**config.mk**
```make
export PLATFORM = sky130hd
export DESIGN_NAME = acrms_run_fifo
export DESIGN_NICKNAME = d
export VERILOG_FILES = /design/src/rtl/acrms_pkg.sv /design/src/rtl/acrms_run_fifo.sv
export SDC_FILE = /design/constraint.sdc
export NUM_CORES = 1
export LEC_CHECK = 0
export BUFFER_PORTS_ARGS = -buffer_cell sky130_fd_sc_hd__buf_4
export CAP_MARGIN = 10
export CORE_ASPECT_RATIO = 0.75
export CORE_MARGIN = 1.5
export CORE_UTILIZATION = 39
export CTS_CLUSTER_DIAMETER = 150
export CTS_CLUSTER_SIZE = 12
export DETAILED_ROUTE_END_ITERATION = 16
export SETUP_SLACK_MARGIN = 0.15
export SLEW_MARGIN = 5
export SYNTH_ARGS = -nofsm -noshare
export SYNTH_HDL_FRONTEND = slang
export SYNTH_SLANG_ARGS = --single-unit
```
**constraint.sdc**
```tcl
create_clock -name i_clk -period 5.15 [get_ports i_clk]
set_input_delay 0.2575 -clock i_clk [delete_from_list [all_inputs] [get_ports i_clk]]
set_output_delay 0.2575 -clock i_clk [all_outputs]
set_load 0.03 [all_outputs]
```
**src/rtl/acrms_pkg.sv**
```systemverilog
// ----------------------------------------------------------------------------
// AC RMS estimator package
// Shared widths, register indexes, reset values and the run record type.
// ----------------------------------------------------------------------------
package acrms_pkg;

    localparam int MAX_SAMPLES = 1024;

    localparam int SMP_W     = 16;
    localparam int COEF_W    = 16;
    localparam int GAIN_W    = 18;
    localparam int OUT_W     = 24;
    localparam int CNT_OUT_W = 16;
    localparam int Y_W       = 32;
    localparam int XSQ_W     = 2 * SMP_W;
    localparam int YSQ_W     = 2 * Y_W;
    localparam int YSQ_R_W   = YSQ_W - 24;

    localparam int CNT_W = $clog2(MAX_SAMPLES + 1);
    localparam int LOG_N = $clog2(MAX_SAMPLES);
    localparam int S_W   = XSQ_W + LOG_N;
    localparam int SY_W  = YSQ_R_W + LOG_N;

    localparam int DV_W = ((S_W + 17) / 2) * 2;
    localparam int RT_W = DV_W / 2;
    localparam int CT_W = $clog2(DV_W);

    localparam int PROD_W = OUT_W + GAIN_W;
    localparam logic [OUT_W-1:0] OUT_MAX = '1;

    localparam int QDEPTH = 4;
    localparam int QPTR_W = $clog2(QDEPTH);
    localparam int QCNT_W = $clog2(QDEPTH + 1);

    localparam int CFG_ADDR_W = 1;
    localparam int CFG_DATA_W = GAIN_W;
    localparam logic [CFG_ADDR_W-1:0] REG_SMOOTHING_COEFF = 1'b0;
    localparam logic [CFG_ADDR_W-1:0] REG_AC_GAIN         = 1'b1;

    localparam logic [COEF_W-1:0] COEF_RESET = 16'd1966;
    localparam logic [GAIN_W-1:0] GAIN_RESET = 18'd65536;

    typedef struct packed {
        logic [S_W-1:0]   s;
        logic [SY_W-1:0]  sy;
        logic [CNT_W-1:0] n;
    } t_run;

endpackage

```
**src/rtl/acrms_run_fifo.sv**
```systemverilog
// ----------------------------------------------------------------------------
// AC RMS estimator run queue
// Short queue of finished run sums between the front end and the solver.
// ----------------------------------------------------------------------------
module acrms_run_fifo (
    input  logic                            i_clk,
    input  logic                            i_rst_n,
    input  logic                            i_push,
    input  acrms_pkg::t_run                 i_data,
    input  logic                            i_pop,
    output acrms_pkg::t_run                 o_data,
    output logic [acrms_pkg::QCNT_W-1:0]    o_count
);

    acrms_pkg::t_run                    r_mem [acrms_pkg::QDEPTH];
    logic [acrms_pkg::QPTR_W-1:0]       r_wr_ptr;
    logic [acrms_pkg::QPTR_W-1:0]       r_rd_ptr;
    logic [acrms_pkg::QCNT_W-1:0]       r_count;

    always_ff @(posedge i_clk) begin
        if (!i_rst_n) begin
            r_wr_ptr <= '0;
            r_rd_ptr <= '0;
            r_count  <= '0;
        end else begin
            if (i_push) begin
                r_wr_ptr <= r_wr_ptr + 1'b1;
            end
            if (i_pop) begin
                r_rd_ptr <= r_rd_ptr + 1'b1;
            end
            if (i_push && !i_pop) begin
                r_count <= r_count + 1'b1;
            end else if (!i_push && i_pop) begin
                r_count <= r_count - 1'b1;
            end
        end
    end

    always_ff @(posedge i_clk) begin
        if (i_push) begin
            r_mem[r_wr_ptr] <= i_data;
        end
    end

    assign o_data  = r_mem[r_rd_ptr];
    assign o_count = r_count;

endmodule

```
* Word-level counts from Yosys, hierarchy flattened
Memories as Yosys holds them, arrays and structs flattened. A register that Yosys moved wholly into a read port is not among the register bits.
Index checks and enable logic that the tools add are counted.
** Storage, ports and cells
- Flip-flop bits (word level) :: 7
- Output and inout port bits :: 106
- RAM bits :: 412
- Memories kept :: 1
- Logic and storage cells :: 19
- Input port bits :: 107
** Memory list
- r_mem :: words 4, bits a word 103, rd ports 1, clocked after Yosys merged registers in 1, wr ports 1, line acrms_run_fifo.sv:15 : acrms_pkg::t_run r_mem [acrms_pkg::QDEPTH];
** Cells by class
- Reductions and logical operators :: 5
- Muxes and demuxes :: 6
- Add/subtract/negate cells :: 4
** Operator list (number)
- $mux W3 :: 2
- $add A2 B1 Y2 const B :: 2
- $mux W2 :: 2
- $add A3 B1 Y3 const B :: 1
- $sub A3 B1 Y3 const B :: 1
- $logic_and A1 B1 Y1 :: 2
- $logic_not A1 Y1 :: 2
- $mux W1 :: 2
- $reduce_bool A2 Y1 :: 1

* Depth between registers and ports, before layout
- Word-level depth :: 4
- Gate-level depth with buffers :: 7
- Depth with buffers taken out :: 7

* Least setup slack after synthesis
OpenSTA, ideal clock, no wires.
- Path type :: reg2reg
- Start point :: register r_wr_ptr[0] (netlist bit)
- End point :: memory r_mem[0][0] (netlist bit) (enable)
- Slack :: 1.758 ns
- Required time :: 4.677 ns
- Library setup time :: 0.473 ns
- Stages on the path, launching flop included :: 4
- Arrival :: 2.919 ns
- Path buffers :: 0
- Clock period less this slack :: 3.392 ns
- Cell sequence :: dfxtp_1 -> inv_1 -> ha_1 -> and2_1
** RTL lines
- start: declaration :: line acrms_run_fifo.sv:16 : logic [acrms_pkg::QPTR_W-1:0] r_wr_ptr;
- start signal: assignment :: line acrms_run_fifo.sv:27 : r_wr_ptr <= r_wr_ptr + 1'b1;
- end: declaration :: line acrms_run_fifo.sv:15
Straight into the memory's write port.

==> flow_summary.json <==
{
  "core_area_sq_um": 38600,
  "gp_congestion": 0.681,
  "final_core_util": 0.509,
  "ys_seq_elements": 421,
  "pin_count": 213,
  "dieArea_sq_um": 40600,
  "setup_violations": 0,
  "drt-total-wl_um": 30200,
  "fin_crit_sh": 0.589,
  "synth.yosys.seq_area_share": 0.817,
  "clock_latency_ns": 0.53,
  "outcome": "complete, no violations",
  "clock.fmax_mhz": 330,
  "route.met2.wl_um": 14400,
  "grt_max_degree": 62,
  "finalHoldViolations": 0,
  "wl_met3_um": 2020,
  "yosys_warnings": 0,
  "wl_per_cell_um": 20.8,
  "grt_first_pass_wirelength_um": 45800,
  "clk_pin_slew_worst_paths_ns": 0.06,
  "vdd_drop_max_mv": 0.228,
  "highest_layer": "met5",
  "fp-row-count": 62,
  "worst-slew-pin-transition_ns": 0.806,
  "rsz0062_at_grt": "false",
  "ant_nets": 0,
  "die-height_um": 175,
  "cp-start-kind": "flip-flop",
  "clk_path_buf_depth": 3,
  "drive_gt1_frac": 0.404,
  "p_leak_nw": 6.62,
  "grt_overflow": 0,
  "syn_area_per_cell_sq_um": 26.5,
  "die_x_um": 232,
  "cts_setup_buffers": 0,
  "vias": 7131,
  "nFillCells": 3038,
  "clkSinkCount": 421,
  "cts_buffers": 41,
  "holdWs_ns": 0.0650,
  "cts_tree": "built",
  "slew_viol_final": 0,
  "cp.required_ns": 4.89,
  "worstPathMaxFanout": 61,
  "h-tree-depth": 2,
  "nets": 1040,
  "antenna_found_initial": 2,
  "synth_cells": 579,
  "ys_types": 20,
  "area_growth_pct": 27.8,
  "p_per_area_nw_per_um2": 392,
  "grt_use_total": 0.150,
  "synth_top_area_frac": 0.805,
  "dr.pass1.iters": 4,
  "period_minus_slack_ns": 3.03,
  "dpl.hpwl_um": 17500,
  "fin_skew_ns": 0.0112,
  "viasPerCell": 4.92,
  "cap_viol_max_count": 0,
  "worstHoldPathType": "in -> reg",
  "cp.arrival_ns": 2.77,
  "tns_ns": 0,
  "synth_fp_nets": 692,
  "drc_errors": 0,
  "drt_iter0_markers": 395,
  "first_global_vias": 7777,
  "synth_area_leaders": "edfxtp_1 (80%), mux4_2 (15%), dfxtp_1 (1.2%), buf_12 (1.0%), ha_1 (0.41%)",
  "multiInputGateArea_sq_um": 2570,
  "port_buffers": 212,
  "wl_met1_um": 13200,
  "end_kind": "primary output",
  "syn_area_sq_um": 15400,
  "synth_top_cell_by_area": "edfxtp_1",
  "root_buffer": "clkbuf_16",
  "slew_headroom": 0.463,
  "regArea_sq_um": 12600,
  "start_util": 0.399,
  "crit_type": "reg -> out"
}
-- through the flow --
step	total power (W)	cells	setup slack, ns	instance area, sq um
floorplan	0.00470	579	1.76	15400
global placement	0.00507	1292	2.60	17500
detailed placement	0.00508	1292	2.57	17500
CTS	0.00780	1448	2.00	19600
global route	0.00799	1449	1.88	19600
finish	0.00770	1449	2.12	19600
-- where the power goes --
group	leakage (nW)	internal [W]	switching, W
Sequential	3.86	0.00394	0.0000636
Combinational	2.22	0.000466	0.000587
Clock	0.549	0.00149	0.00115
-- path summary, 6_finish.rpt --
path                             from                  endpoint  slack [ns]  depth (start not counted)
max                         flip-flop                o_data[71]        2.12                          3
min                            i_push  r_wr_ptr[1]$_SDFFE_PN0P_        0.06                          3
max reg2reg  r_wr_ptr[0]$_SDFFE_PN0P_    r_mem[0][54]$_DFFE_PP_        2.96                          4
min reg2reg   o_count[2]$_SDFFE_PN0P_   o_count[2]$_SDFFE_PN0P_        0.50                          2
-- critical path, stage by stage (launching register included) --
cell     delay [ns]
dfxtp_4        0.86
buf_12         0.51
mux4_2         0.60
buf_4          0.19
-- registers in the layout, summed over array words and instances, names as in the netlist, named ones only --
register,flops
o_count,3
r_wr_ptr,2
r_rd_ptr,2
r_mem,412
-- synthesized netlist by cell type, drive strengths merged --
cell type,n
o21ai,1
mux4,103
and2,9
nand2,1
mux2i,2
a21boi,1
edfxtp,412
or3,1
xnor2,2
dfxtp,9
inv,4
ha,5
nor2b,2
fa,1
xor2,3
buf,23
-- cell type report --
class / count / area share
diodes: 1 / 0.000127
clock buffers: 50 / 0.0561
clock inverters: 2 / 0.00102
inverters: 4 / 0.000764
multi-input cells: 131 / 0.131
flip-flops and latches: 421 / 0.639
well taps: 512 / 0.0326
repair buffers: 328 / 0.139
-- timing repair --
action | in CTS | in global routing
endpoints found under the setup margin | 0 | 0
resized for setup | 0 | 0
hold buffers | 104 | 0
endpoints found under the hold margin | 418 | 0
-- cell usage in the layout, fill, tap and decap left out, drive strengths merged, types with 2 or more instances in the layout --
cell type	synthesis	routed
edfxtp	412	412
buf	23	224
dlygate4sd3	0	104
mux4	103	103
clkbuf	0	50
dfxtp	9	9
and2	9	9
inv	4	6
ha	5	5
xor2	3	3
xnor2	2	2
mux2i	2	2
nor2b	2	2
-- per-layer routing --
| layer | vias up | track usage |
|---|---|---|
| li1 | 3166 | - |
| met1 | 3711 | 0.206 |
| met2 | 202 | 0.237 |
| met3 | 50 | 0.0429 |
| met4 | 2 | 0.0390 |
| met5 | - | 0 |
-- cell families after synthesis --
| logic type | Yosys count | share of synthesized area |
|---|---|---|
| AO/OA/AOI/OAI | 2 | 0.000814 |
| XOR/XNOR | 5 | 0.00285 |
| adder cells (fa/ha/maj) | 6 | 0.00537 |
| buffers and inverters | 27 | 0.0169 |
| flip-flops | 421 | 0.817 |
| multiplexers | 105 | 0.152 |
| AND/OR/NAND/NOR | 13 | 0.00513 |
(Power assumes the default switching activity.)
