<file path="src/rtl/acrms_pkg.sv">
// ----------------------------------------------------------------------------
// AC RMS estimator package
// Shared widths, register indexes, reset values and the run record type.
// ----------------------------------------------------------------------------
package acrms_pkg;

    localparam int MAX_SAMPLES = 1024;

    localparam int SMP_W     = 16;
    localparam int COEF_W    = 16;
    localparam int GAIN_W    = 18;
    localparam int OUT_W     = 24;
    localparam int CNT_OUT_W = 16;
    localparam int Y_W       = 32;
    localparam int XSQ_W     = 2 * SMP_W;
    localparam int YSQ_W     = 2 * Y_W;
    localparam int YSQ_R_W   = YSQ_W - 24;

    localparam int CNT_W = $clog2(MAX_SAMPLES + 1);
    localparam int LOG_N = $clog2(MAX_SAMPLES);
    localparam int S_W   = XSQ_W + LOG_N;
    localparam int SY_W  = YSQ_R_W + LOG_N;

    localparam int DV_W = ((S_W + 17) / 2) * 2;
    localparam int RT_W = DV_W / 2;
    localparam int CT_W = $clog2(DV_W);

    localparam int PROD_W = OUT_W + GAIN_W;
    localparam logic [OUT_W-1:0] OUT_MAX = '1;

    localparam int QDEPTH = 4;
    localparam int QPTR_W = $clog2(QDEPTH);
    localparam int QCNT_W = $clog2(QDEPTH + 1);

    localparam int CFG_ADDR_W = 1;
    localparam int CFG_DATA_W = GAIN_W;
    localparam logic [CFG_ADDR_W-1:0] REG_SMOOTHING_COEFF = 1'b0;
    localparam logic [CFG_ADDR_W-1:0] REG_AC_GAIN         = 1'b1;

    localparam logic [COEF_W-1:0] COEF_RESET = 16'd1966;
    localparam logic [GAIN_W-1:0] GAIN_RESET = 18'd65536;

    typedef struct packed {
        logic [S_W-1:0]   s;
        logic [SY_W-1:0]  sy;
        logic [CNT_W-1:0] n;
    } t_run;

endpackage

</file>
<file path="src/rtl/acrms_back.sv">
// ----------------------------------------------------------------------------
// AC RMS estimator solver
// Per-run divide and square roots on a shared bit-serial unit, gain scaling,
// and the result register.
// ----------------------------------------------------------------------------
module acrms_back (
    input  logic                                i_clk,
    input  logic                                i_rst_n,
    input  logic                                i_q_valid,
    input  acrms_pkg::t_run                     i_q_data,
    output logic                                o_q_pop,
    input  logic [acrms_pkg::GAIN_W-1:0]        i_gain,
    input  logic                                i_pop,
    output logic                                o_empty,
    output logic [acrms_pkg::OUT_W-1:0]         o_ac_rms,
    output logic [acrms_pkg::OUT_W-1:0]         o_total_rms,
    output logic [acrms_pkg::OUT_W-1:0]         o_dc_rms,
    output logic [acrms_pkg::CNT_OUT_W-1:0]     o_sample_total,
    output logic                                o_clamped,
    output logic                                o_saturated
);

    localparam logic [2:0] ST_IDLE  = 3'd0;
    localparam logic [2:0] ST_LOAD  = 3'd1;
    localparam logic [2:0] ST_DIV   = 3'd2;
    localparam logic [2:0] ST_SQRT  = 3'd3;
    localparam logic [2:0] ST_STORE = 3'd4;
    localparam logic [2:0] ST_GAIN  = 3'd5;
    localparam logic [2:0] ST_OUT   = 3'd6;

    localparam logic [1:0] OP_TOTAL = 2'd0;
    localparam logic [1:0] OP_DC    = 2'd1;
    localparam logic [1:0] OP_AC    = 2'd2;

    localparam int CNT_W  = acrms_pkg::CNT_W;
    localparam int DV_W   = acrms_pkg::DV_W;
    localparam int RT_W   = acrms_pkg::RT_W;
    localparam int SY_W   = acrms_pkg::SY_W;
    localparam int OUT_W  = acrms_pkg::OUT_W;
    localparam int PROD_W = acrms_pkg::PROD_W;

    logic [2:0]                 r_state;
    logic [1:0]                 r_op;
    logic [acrms_pkg::CT_W-1:0] r_cnt;
    acrms_pkg::t_run            r_run;
    logic [DV_W-1:0]            r_dvd;
    logic [CNT_W-1:0]           r_rem;
    logic [RT_W-1:0]            r_root;
    logic [RT_W+1:0]            r_srem;
    logic [OUT_W-1:0]           r_total;
    logic [OUT_W-1:0]           r_dc;
    logic [OUT_W-1:0]           r_ac0;
    logic                       r_clamp;
    logic [PROD_W-1:0]          r_prod;

    logic                       r_out_valid;
    logic [OUT_W-1:0]           r_out_ac;
    logic [OUT_W-1:0]           r_out_total;
    logic [OUT_W-1:0]           r_out_dc;
    logic [CNT_W-1:0]           r_out_n;
    logic                       r_out_clamp;
    logic                       r_out_sat;

    logic [SY_W-1:0]            w_s8;
    logic                       w_clamp;
    logic [SY_W-1:0]            w_diff;
    logic [DV_W-1:0]            w_operand;
    logic [CNT_W:0]             w_dshift;
    logic [CNT_W:0]             w_dsub;
    logic                       w_dge;
    logic [RT_W+1:0]            w_sshift;
    logic [RT_W+1:0]            w_trial;
    logic                       w_sge;
    logic [PROD_W:0]            w_rnd;
    logic [PROD_W-16:0]         w_ac_full;
    logic                       w_sat;
    logic                       w_out_free;

    assign w_s8    = {r_run.s, 8'h00};
    assign w_clamp = (r_run.sy > w_s8);
    assign w_diff  = w_clamp ? '0 : (w_s8 - r_run.sy);

    always_comb begin
        unique case (r_op)
            OP_TOTAL: w_operand = DV_W'({r_run.s, 16'h0000});
            OP_DC:    w_operand = DV_W'({r_run.sy, 8'h00});
            OP_AC:    w_operand = DV_W'({w_diff, 8'h00});
            default:  w_operand = '0;
        endcase
    end

    assign w_dshift = {r_rem, r_dvd[DV_W-1]};
    assign w_dsub   = w_dshift - {1'b0, r_run.n};
    assign w_dge    = (w_dshift >= {1'b0, r_run.n});

    assign w_sshift = {r_srem[RT_W-1:0], r_dvd[DV_W-1:DV_W-2]};
    assign w_trial  = {r_root, 2'b01};
    assign w_sge    = (w_sshift >= w_trial);

    assign w_rnd     = {1'b0, r_prod} + (PROD_W+1)'(32768);
    assign w_ac_full = w_rnd[PROD_W:16];
    assign w_sat     = (w_ac_full > (PROD_W-15)'(acrms_pkg::OUT_MAX));

    assign w_out_free = !r_out_valid || i_pop;
    assign o_q_pop    = (r_state == ST_IDLE) && i_q_valid;

    always_ff @(posedge i_clk) begin
        if (!i_rst_n) begin
            r_state <= ST_IDLE;
            r_op    <= OP_TOTAL;
            r_cnt   <= '0;
        end else begin
            unique case (r_state)
                ST_IDLE: begin
                    if (i_q_valid) begin
                        r_op    <= OP_TOTAL;
                        r_state <= ST_LOAD;
                    end
                end
                ST_LOAD: begin
                    r_cnt   <= '0;
                    r_state <= ST_DIV;
                end
                ST_DIV: begin
                    if (r_cnt == acrms_pkg::CT_W'(DV_W - 1)) begin
                        r_cnt   <= '0;
                        r_state <= ST_SQRT;
                    end else begin
                        r_cnt <= r_cnt + 1'b1;
                    end
                end
                ST_SQRT: begin
                    if (r_cnt == acrms_pkg::CT_W'(RT_W - 1)) begin
                        r_state <= ST_STORE;
                    end else begin
                        r_cnt <= r_cnt + 1'b1;
                    end
                end
                ST_STORE: begin
                    if (r_op == OP_AC) begin
                        r_state <= ST_GAIN;
                    end else begin
                        r_op    <= r_op + 1'b1;
                        r_state <= ST_LOAD;
                    end
                end
                ST_GAIN: begin
                    r_state <= ST_OUT;
                end
                ST_OUT: begin
                    if (w_out_free) begin
                        r_state <= ST_IDLE;
                    end
                end
                default: begin
                    r_state <= ST_IDLE;
                end
            endcase
        end
    end

    always_ff @(posedge i_clk) begin
        if (o_q_pop) begin
            r_run <= i_q_data;
        end
        if (r_state == ST_LOAD) begin
            r_dvd  <= w_operand;
            r_rem  <= '0;
            r_root <= '0;
            r_srem <= '0;
            if (r_op == OP_AC) begin
                r_clamp <= w_clamp;
            end
        end
        if (r_state == ST_DIV) begin
            r_dvd <= {r_dvd[DV_W-2:0], w_dge};
            r_rem <= w_dge ? w_dsub[CNT_W-1:0] : w_dshift[CNT_W-1:0];
        end
        if (r_state == ST_SQRT) begin
            r_dvd  <= {r_dvd[DV_W-3:0], 2'b00};
            r_srem <= w_sge ? (w_sshift - w_trial) : w_sshift;
            r_root <= {r_root[RT_W-2:0], w_sge};
        end
        if (r_state == ST_STORE) begin
            unique case (r_op)
                OP_TOTAL: r_total <= r_root[OUT_W-1:0];
                OP_DC:    r_dc    <= r_root[OUT_W-1:0];
                default:  r_ac0   <= r_root[OUT_W-1:0];
            endcase
        end
        if (r_state == ST_GAIN) begin
            r_prod <= r_ac0 * i_gain;
        end
    end

    always_ff @(posedge i_clk) begin
        if (!i_rst_n) begin
            r_out_valid <= 1'b0;
        end else if ((r_state == ST_OUT) && w_out_free) begin
            r_out_valid <= 1'b1;
        end else if (i_pop) begin
            r_out_valid <= 1'b0;
        end
    end

    always_ff @(posedge i_clk) begin
        if ((r_state == ST_OUT) && w_out_free) begin
            r_out_ac    <= w_sat ? acrms_pkg::OUT_MAX : w_ac_full[OUT_W-1:0];
            r_out_total <= r_total;
            r_out_dc    <= r_dc;
            r_out_n     <= r_run.n;
            r_out_clamp <= r_clamp;
            r_out_sat   <= w_sat;
        end
    end

    assign o_empty        = !r_out_valid;
    assign o_ac_rms       = r_out_ac;
    assign o_total_rms    = r_out_total;
    assign o_dc_rms       = r_out_dc;
    assign o_sample_total = acrms_pkg::CNT_OUT_W'(r_out_n);
    assign o_clamped      = r_out_clamp;
    assign o_saturated    = r_out_sat;

endmodule

</file>
<file path="config.mk">
export PLATFORM = sky130hd
export DESIGN_NAME = acrms_back
export DESIGN_NICKNAME = d
export VERILOG_FILES = /design/src/rtl/acrms_pkg.sv /design/src/rtl/acrms_back.sv
export SDC_FILE = /design/constraint.sdc
export NUM_CORES = 2
export LEC_CHECK = 0
export BUFFER_PORTS_ARGS = -buffer_cell sky130_fd_sc_hd__buf_2
export CAP_MARGIN = 15
export CORE_UTILIZATION = 40
export CTS_BUF_LIST = sky130_fd_sc_hd__clkbuf_2
export DETAILED_ROUTE_END_ITERATION = 8
export GPL_ROUTABILITY_DRIVEN = 0
export GPL_TIMING_DRIVEN = 1
export PLACE_DENSITY = 0.58
export SLEW_MARGIN = 25
export SYNTH_ARGS = -nofsm -noshare
export SYNTH_HDL_FRONTEND = slang
export SYNTH_SLANG_ARGS = --single-unit
</file>
<file path="constraint.sdc">
create_clock -name i_clk -period 6.5 [get_ports i_clk]
set_input_delay 0.65 -clock i_clk [delete_from_list [all_inputs] [get_ports i_clk]]
set_output_delay 0.65 -clock i_clk [all_outputs]
set_load 0.02 [all_outputs]
</file>
### Word-level counts from Yosys, hierarchy flattened

Index checks and enable logic that the tools add are counted.

| operators by class | value |
|---|---|
| multiply operators | 1 |
| order comparisons | 4 |
| equality and inequality tests | 16 |
| muxes and demuxes | 27 |
| reductions and logical operators | 19 |
| bitwise gates (word level) | 1 |
| add/subtract/negate cells | 6 |

Operators by type and width:

| operator | count |
|---|---|
| two-way mux 58 bit | 3 |
| one-hot mux 58 bit (3 select lines) | 1 |
| two-way mux 29 bit | 5 |
| > comparator 50 bit | 1 |
| two-way mux 50 bit | 1 |
| subtractor 50 bit | 1 |
| adder 42 x 16 -> 43 bit (second input constant) | 1 |
| multiplier 24 x 18 -> 42 bit | 1 |
| two-way mux 11 bit | 3 |
| greater-or-equal comparator 31 bit | 1 |
| subtractor 29 bit | 1 |
| > comparator 27 x 24 -> 1 bit (second input constant) | 1 |
| one-hot mux 3 bit (7 select lines) | 1 |
| one-hot mux 6 bit (3 select lines) | 1 |
| two-way mux 3 bit | 5 |
| greater-or-equal comparator 12 x 11 -> 1 bit | 1 |
| two-way mux 6 bit | 2 |
| inequality test 2 bit (second input constant) | 6 |
| subtractor 11 bit | 1 |
| AND reduction 2 bit | 5 |
| == test 3 bit (second input constant) | 3 |
| nonzero test 2 bit | 4 |
| adder 6 x 1 -> 6 bit (second input constant) | 1 |
| == test 3 x 2 -> 1 bit (second input constant) | 2 |
| 19 further kinds | 22 |

| storage, ports and cells | value |
|---|---|
| input bits | 125 |
| flip-flop bits (word level) | 442 |
| output and inout bits | 92 |
| word-level logic and storage cells | 97 |

### Depth between registers and ports, before layout

| depth | value |
|---|---|
| word-level depth | 6 |
| gate-level depth with buffers | 25 |
| gate-level depth less buffers | 24 |

### Least setup slack after synthesis

Ideal clock, no wire load.

| timing | value |
|---|---|
| kind | input-to-reg |
| start | input port i_gain[8] (netlist bit) |
| end | register r_prod[41] (data pin) |
| required time | 6.240 ns |
| arrival | 6.560 ns |
| stages on the path | 24 |
| library setup time | 0.260 ns |
| setup slack | -0.320 ns |
| buffers on the path | 1 |
| cells stage by stage | clkbuf_1 nand2_1 fa_1 inv_1 fa_1 inv_1 fa_1 inv_1 fa_1 fa_1 inv_1 fa_1 inv_1 ha_1 a21oi_1 nand2_1 a2111oi_0 a21oi_1 nor3_1 o31ai_1 o21ai_0 o2111ai_1 a21oi_1 xnor2_1 |

| between the ends | value |
|---|---|
| cells in the longest elaborated chain, start to end | 1 |

Ends and longest elaborated chain:

| item | line | RTL |
|---|---|---|
| start: declaration | acrms_back.sv:12 | `input logic [acrms_pkg::GAIN_W-1:0] i_gain,` |
| multiplier 24 x 18 -> 42 bit | acrms_back.sv:192 | `r_prod <= r_ac0 * i_gain;` |
| end signal: assignment | acrms_back.sv:192 |  |
| end: declaration | acrms_back.sv:54 | `logic [PROD_W-1:0] r_prod;` |

Every way passes these cells.
A chain may end at the register's enable or synchronous reset.

### Worst setup path after layout

| timing | value |
|---|---|
| start | register r_ac0[5] |
| end | register r_prod[33] (data pin) |

| between the ends | value |
|---|---|
| cells in the longest elaborated chain, start to end | 1 |

Ends and longest elaborated chain:

| item | line | RTL |
|---|---|---|
| start: declaration | acrms_back.sv:52 | `logic [OUT_W-1:0] r_ac0;` |
| start signal: assignment | acrms_back.sv:188 | `default: r_ac0 <= r_root[OUT_W-1:0];` |
| multiplier 24 x 18 -> 42 bit | acrms_back.sv:192 |  |

Every way passes these cells.

==> impl_metrics.yaml <==
setup_path:
  path_cells: "buf_6 -> buf_4 -> and2_1 -> fa_1 -> fa_1 -> ha_1 -> fa_1 -> inv_1 -> fa_1 -> inv_1 -> fa_1 -> ha_4 -> a21o_1 -> a2111oi_4 -> a21oi_4 -> nor3_4 -> o31ai_4 -> o211ai_1 -> nand2_1 -> buf_6 -> xor2_1"
  critical_path.max_stage_delay_ns: 0.59
  critical_path.top_delay_family: "adder cells"
  ff2ff_path_depth: 21
  required_ns: 7.40
  r2r-end: "r_prod[33]"
  critical_path_class: "reg -> reg"
  worst_r2r_startpoint: "r_ac0[5]"
  worst-path-stages: 21
  timing.critical_path.arrival_ns: 7.23
  timing.critical_path.mode_cell: "sky130_fd_sc_hd__fa_1"
  critical-path-slowest-cell: "sky130_fd_sc_hd__fa_1"
  setup.worst_path.start_class: "flip-flop"
  path_max_fanout: 7
  cp_num_buf_inv: 5
  regToRegSetupSlack_ns: 0.17
  crit_path_end_kind: "flip-flop"
logic_synthesis:
  synth_xor_area_share_pct: 3.02
  yosys-mux-area-fraction_pct: 1.33
  synth_area_per_cell_um2: 10.3
  synth_cell_type_count: 85
  gate_count_of_the_mapped_netlist: 3338
  synth_compound_area_share_pct: 10.2
  synth_fa_ha_area_share_pct: 27.8
  ys_dominant_reg_cell: "sky130_fd_sc_hd__edfxtp_1"
  post-synth-top-area-fraction_pct: 35.9
  ys_async_sr_fraction_pct: 0
  synth_area_leader_cell: "sky130_fd_sc_hd__edfxtp_1"
  synth_top_family_by_area: "adder cells"
  number_of_synthesized_flops_with_an_enable_pin: 413
  post_synth_instance_area_mm2: 0.0345
  synth_seq_area_share_pct: 36.7
  ys.warnings.count: 0
  synth_simple_gate_area_share_pct: 12.9
  synthTopCellsByArea: "sky130_fd_sc_hd__edfxtp_1 (36%), sky130_fd_sc_hd__fa_1 (20%), sky130_fd_sc_hd__ha_1 (7.5%)"
  synth-seq-cells: 427
clock_tree:
  cts_buffer_depth: 3
  clk_transition_reported_paths_ns: 0.11
  tritoncts_num_sinks: 427
  htree_levels: 3
  tritoncts: "done"
  numCtsBuffers: 110
  cts.root.buffer_cell: "sky130_fd_sc_hd__clkbuf_2"
  clock_latency_ns: 1.23
die:
  initial_core_util_pct: 40.5
  chipHeight_um: 296
  rows: 107
  die_area_mm2: 0.0875
  chipWidth_um: 296
  floorplan.io_pins: 217
  fp.coreArea_mm2: 0.0853
timing:
  tightestPinTransition_ns: 1.05
  min_period_over_period_pct: 97.5
  slew_violations: 0
  timing.final.crit_period_ns: 6.33
  setup_viol: 0
  max_slew_margin_vs_limit_pct: 29.9
  setup_slack_ns: 0.166
  final_report_hold_violation_count: 0
  clock.fmax_mhz: 158
  grt_setup_unrepaired: "false"
  totalNegativeSetupSlack_ns: 0
  fin_worst_skew_ns: 0.140
route:
  wl_per_cell_um: 17.4
  route.vias.total: 25500
  drc_markers: 0
  drt-pass1-iter-count: 5
  drt_wirelength_mm: 88.9
  drt_iter0_markers: 1624
  drt.antenna.violating_nets: 0
  post_drt_via_cell_ratio: 5.00
global_routing:
  first_pass_grt_wire_length_mm: 142
  vias_in_the_first_global_route: 26100
  grtUsageTotal_pct: 20.8
  gr-total-overflow: 0
  number_of_antenna_violations_at_the_first_check_in_global_routing: 4
  pin_count_of_the_biggest_net_entering_global_routing: 57
placement:
  io_buffers: 211
  dpl.hpwl_mm: 67.1
  dp_slack_ns: -0.742
  dpl_cell_area_mm2: 0.0377
layout:
  post_route_cells_drive_above_1_share_pct: 16.2
  layout_common_cells: "sky130_fd_sc_hd__inv_1 (540), sky130_fd_sc_hd__edfxtp_1 (413), sky130_fd_sc_hd__nand2_1 (404)"
  layout.cells.most_common: "sky130_fd_sc_hd__inv_1"
  finalNetCount: 4557
  fillCellCount: 7980
  flow.area_growth_from_synthesis_pct: 18.7
  final_cell_area_mm2: 0.0410
power:
  cell_internal_pwr_mw: 8.53
  comb_power_share_pct: 59.3
  p_leak_nw: 18.2
  switching_share_pct: 41.4
  p_switching_mw: 6.02
  cellPowerDensity_mw_per_mm2: 355
  power.share.sequential_pct: 27.4
  relative_contribution_of_the_clock_network_to_total_power_pct: 13.3
  fin_total_pwr_mw: 14.6
  power.ir.vdd_worst_v: 0.000451
worst_hold_path:
  worst_hold_path.num_cells: 2
  timing.hold.worst_endpoint: "r_run[90]"
  worstHoldStart: "i_q_data[90]"
  min-delay-path-class: "in -> reg"
run:
  timing.max_cap.violations: 0
outcome:
  outcome: "finished, final reports clean"
per-stage QoR:
stage / utilization, % / cells / hold WS, ns
final: 48.1 / 5102 / 0.154
after detailed placement: 44.2 / 4709 / 0.405
after global placement: 44.2 / 4707 / 0.400
after global routing: 48.1 / 5102 / 0.0723
after floorplan: - / 3342 / 0.400
after CTS: 47.7 / 5083 / 0.00140
power groups by stage:
stage               clock [mW]  sequential, mW  combinational (mW)
finish                    1.94            3.98                8.63
global route              2.16            4.02                9.75
CTS                       2.02            3.98                8.33
detailed placement           0            4.04                8.02
global placement             0            4.04                8.00
floorplan                    0            3.94                5.43
final cells by class:
| class | instances | area, um2 | share of cell area (%) |
|---|---|---|---|
| repair buffers | 573 | 4350 | 10.6 |
| diodes | 2 | 5.00 | 0.0122 |
| well taps | 1144 | 1430 | 3.49 |
| clock buffers | 148 | 741 | 1.81 |
| multi-input cells | 2220 | 19400 | 47.4 |
| clock inverters | 45 | 302 | 0.736 |
| flip-flops and latches | 427 | 12700 | 30.9 |
| inverters | 543 | 2040 | 4.97 |
repair_timing:
action,4_1_cts,5_1_grt
gates cloned,0,0
gates resized for setup,13,41
hold buffers,178,0
pin swaps,11,44
buffers inserted,3,17
endpoints found under the hold margin,137,0
setup endpoints to repair,15,16
state kept, by name, indices dropped and copies added, names as in the netlist, 3 cells and up:
name / flops
o_ac_rms: 24
o_dc_rms: 24
o_total_rms: 24
r_ac0: 24
r_cnt: 6
r_dc: 24
r_dvd: 58
r_out_n: 11
r_prod: 27
r_rem: 11
r_root: 29
r_run: 103
r_srem: 29
r_state: 3
r_total: 24
worst max-delay path by stage:
stage | startpoint | to | slack [ns]
floorplan | i_gain[8] | r_prod[41] | 0.01
global placement | i_gain[8] | r_prod[41] | -0.70
detailed placement | i_gain[8] | r_prod[41] | -0.74
CTS | r_ac0[6] | r_prod[38] | 0.008
global route | r_ac0[5] | r_prod[33] | 0.0004
finish | r_ac0[5] | r_prod[33] | 0.17
synth_stat cells (all sizes together) (14+ instances only):
cell type	number
a211oi	30
a21o	42
a21oi	123
a22oi	36
a31oi	21
and2	174
and3	15
buf	17
clkbuf	132
dfxtp	14
edfxtp	413
fa	351
ha	206
inv	542
mux2i	46
nand2	408
nand2b	17
nand3	32
nand4	31
nor2	202
nor2b	16
nor3	28
o21a	35
o21ai	115
o21bai	22
xnor2	68
xor2	51
worst reg2reg max path, delay by kind of cell (launching register included):
| family | cells | cell delay, ns |
|---|---|---|
| and+or+nand+nor | 3 | 0.57 |
| DFF | 1 | 0.56 |
| AOI/OAI and AO/OA | 5 | 1.20 |
| buffers and inverters | 5 | 0.60 |
| xor gates and xnor gates | 1 | 0.13 |
| adders and majority gates | 7 | 3.06 |
metal layers:
metal,global-route usage [%],wire [um]
met5,0,13
met4,8.18,2780
met3,2.89,3980
met2,35.2,43800
met1,26.9,38300
cell families (layout without fill, tap and decap cells):
kind of cell / Yosys count / in the layout
other: 1 / 7
xor gates and xnor gates: 119 / 119
and+or+nand+nor: 960 / 960
muxes: 46 / 46
adders and majority gates: 557 / 557
buffers and inverters: 695 / 1309
DFF: 427 / 427
AOI/OAI and AO/OA: 533 / 533
(Power assumes the default switching activity.)
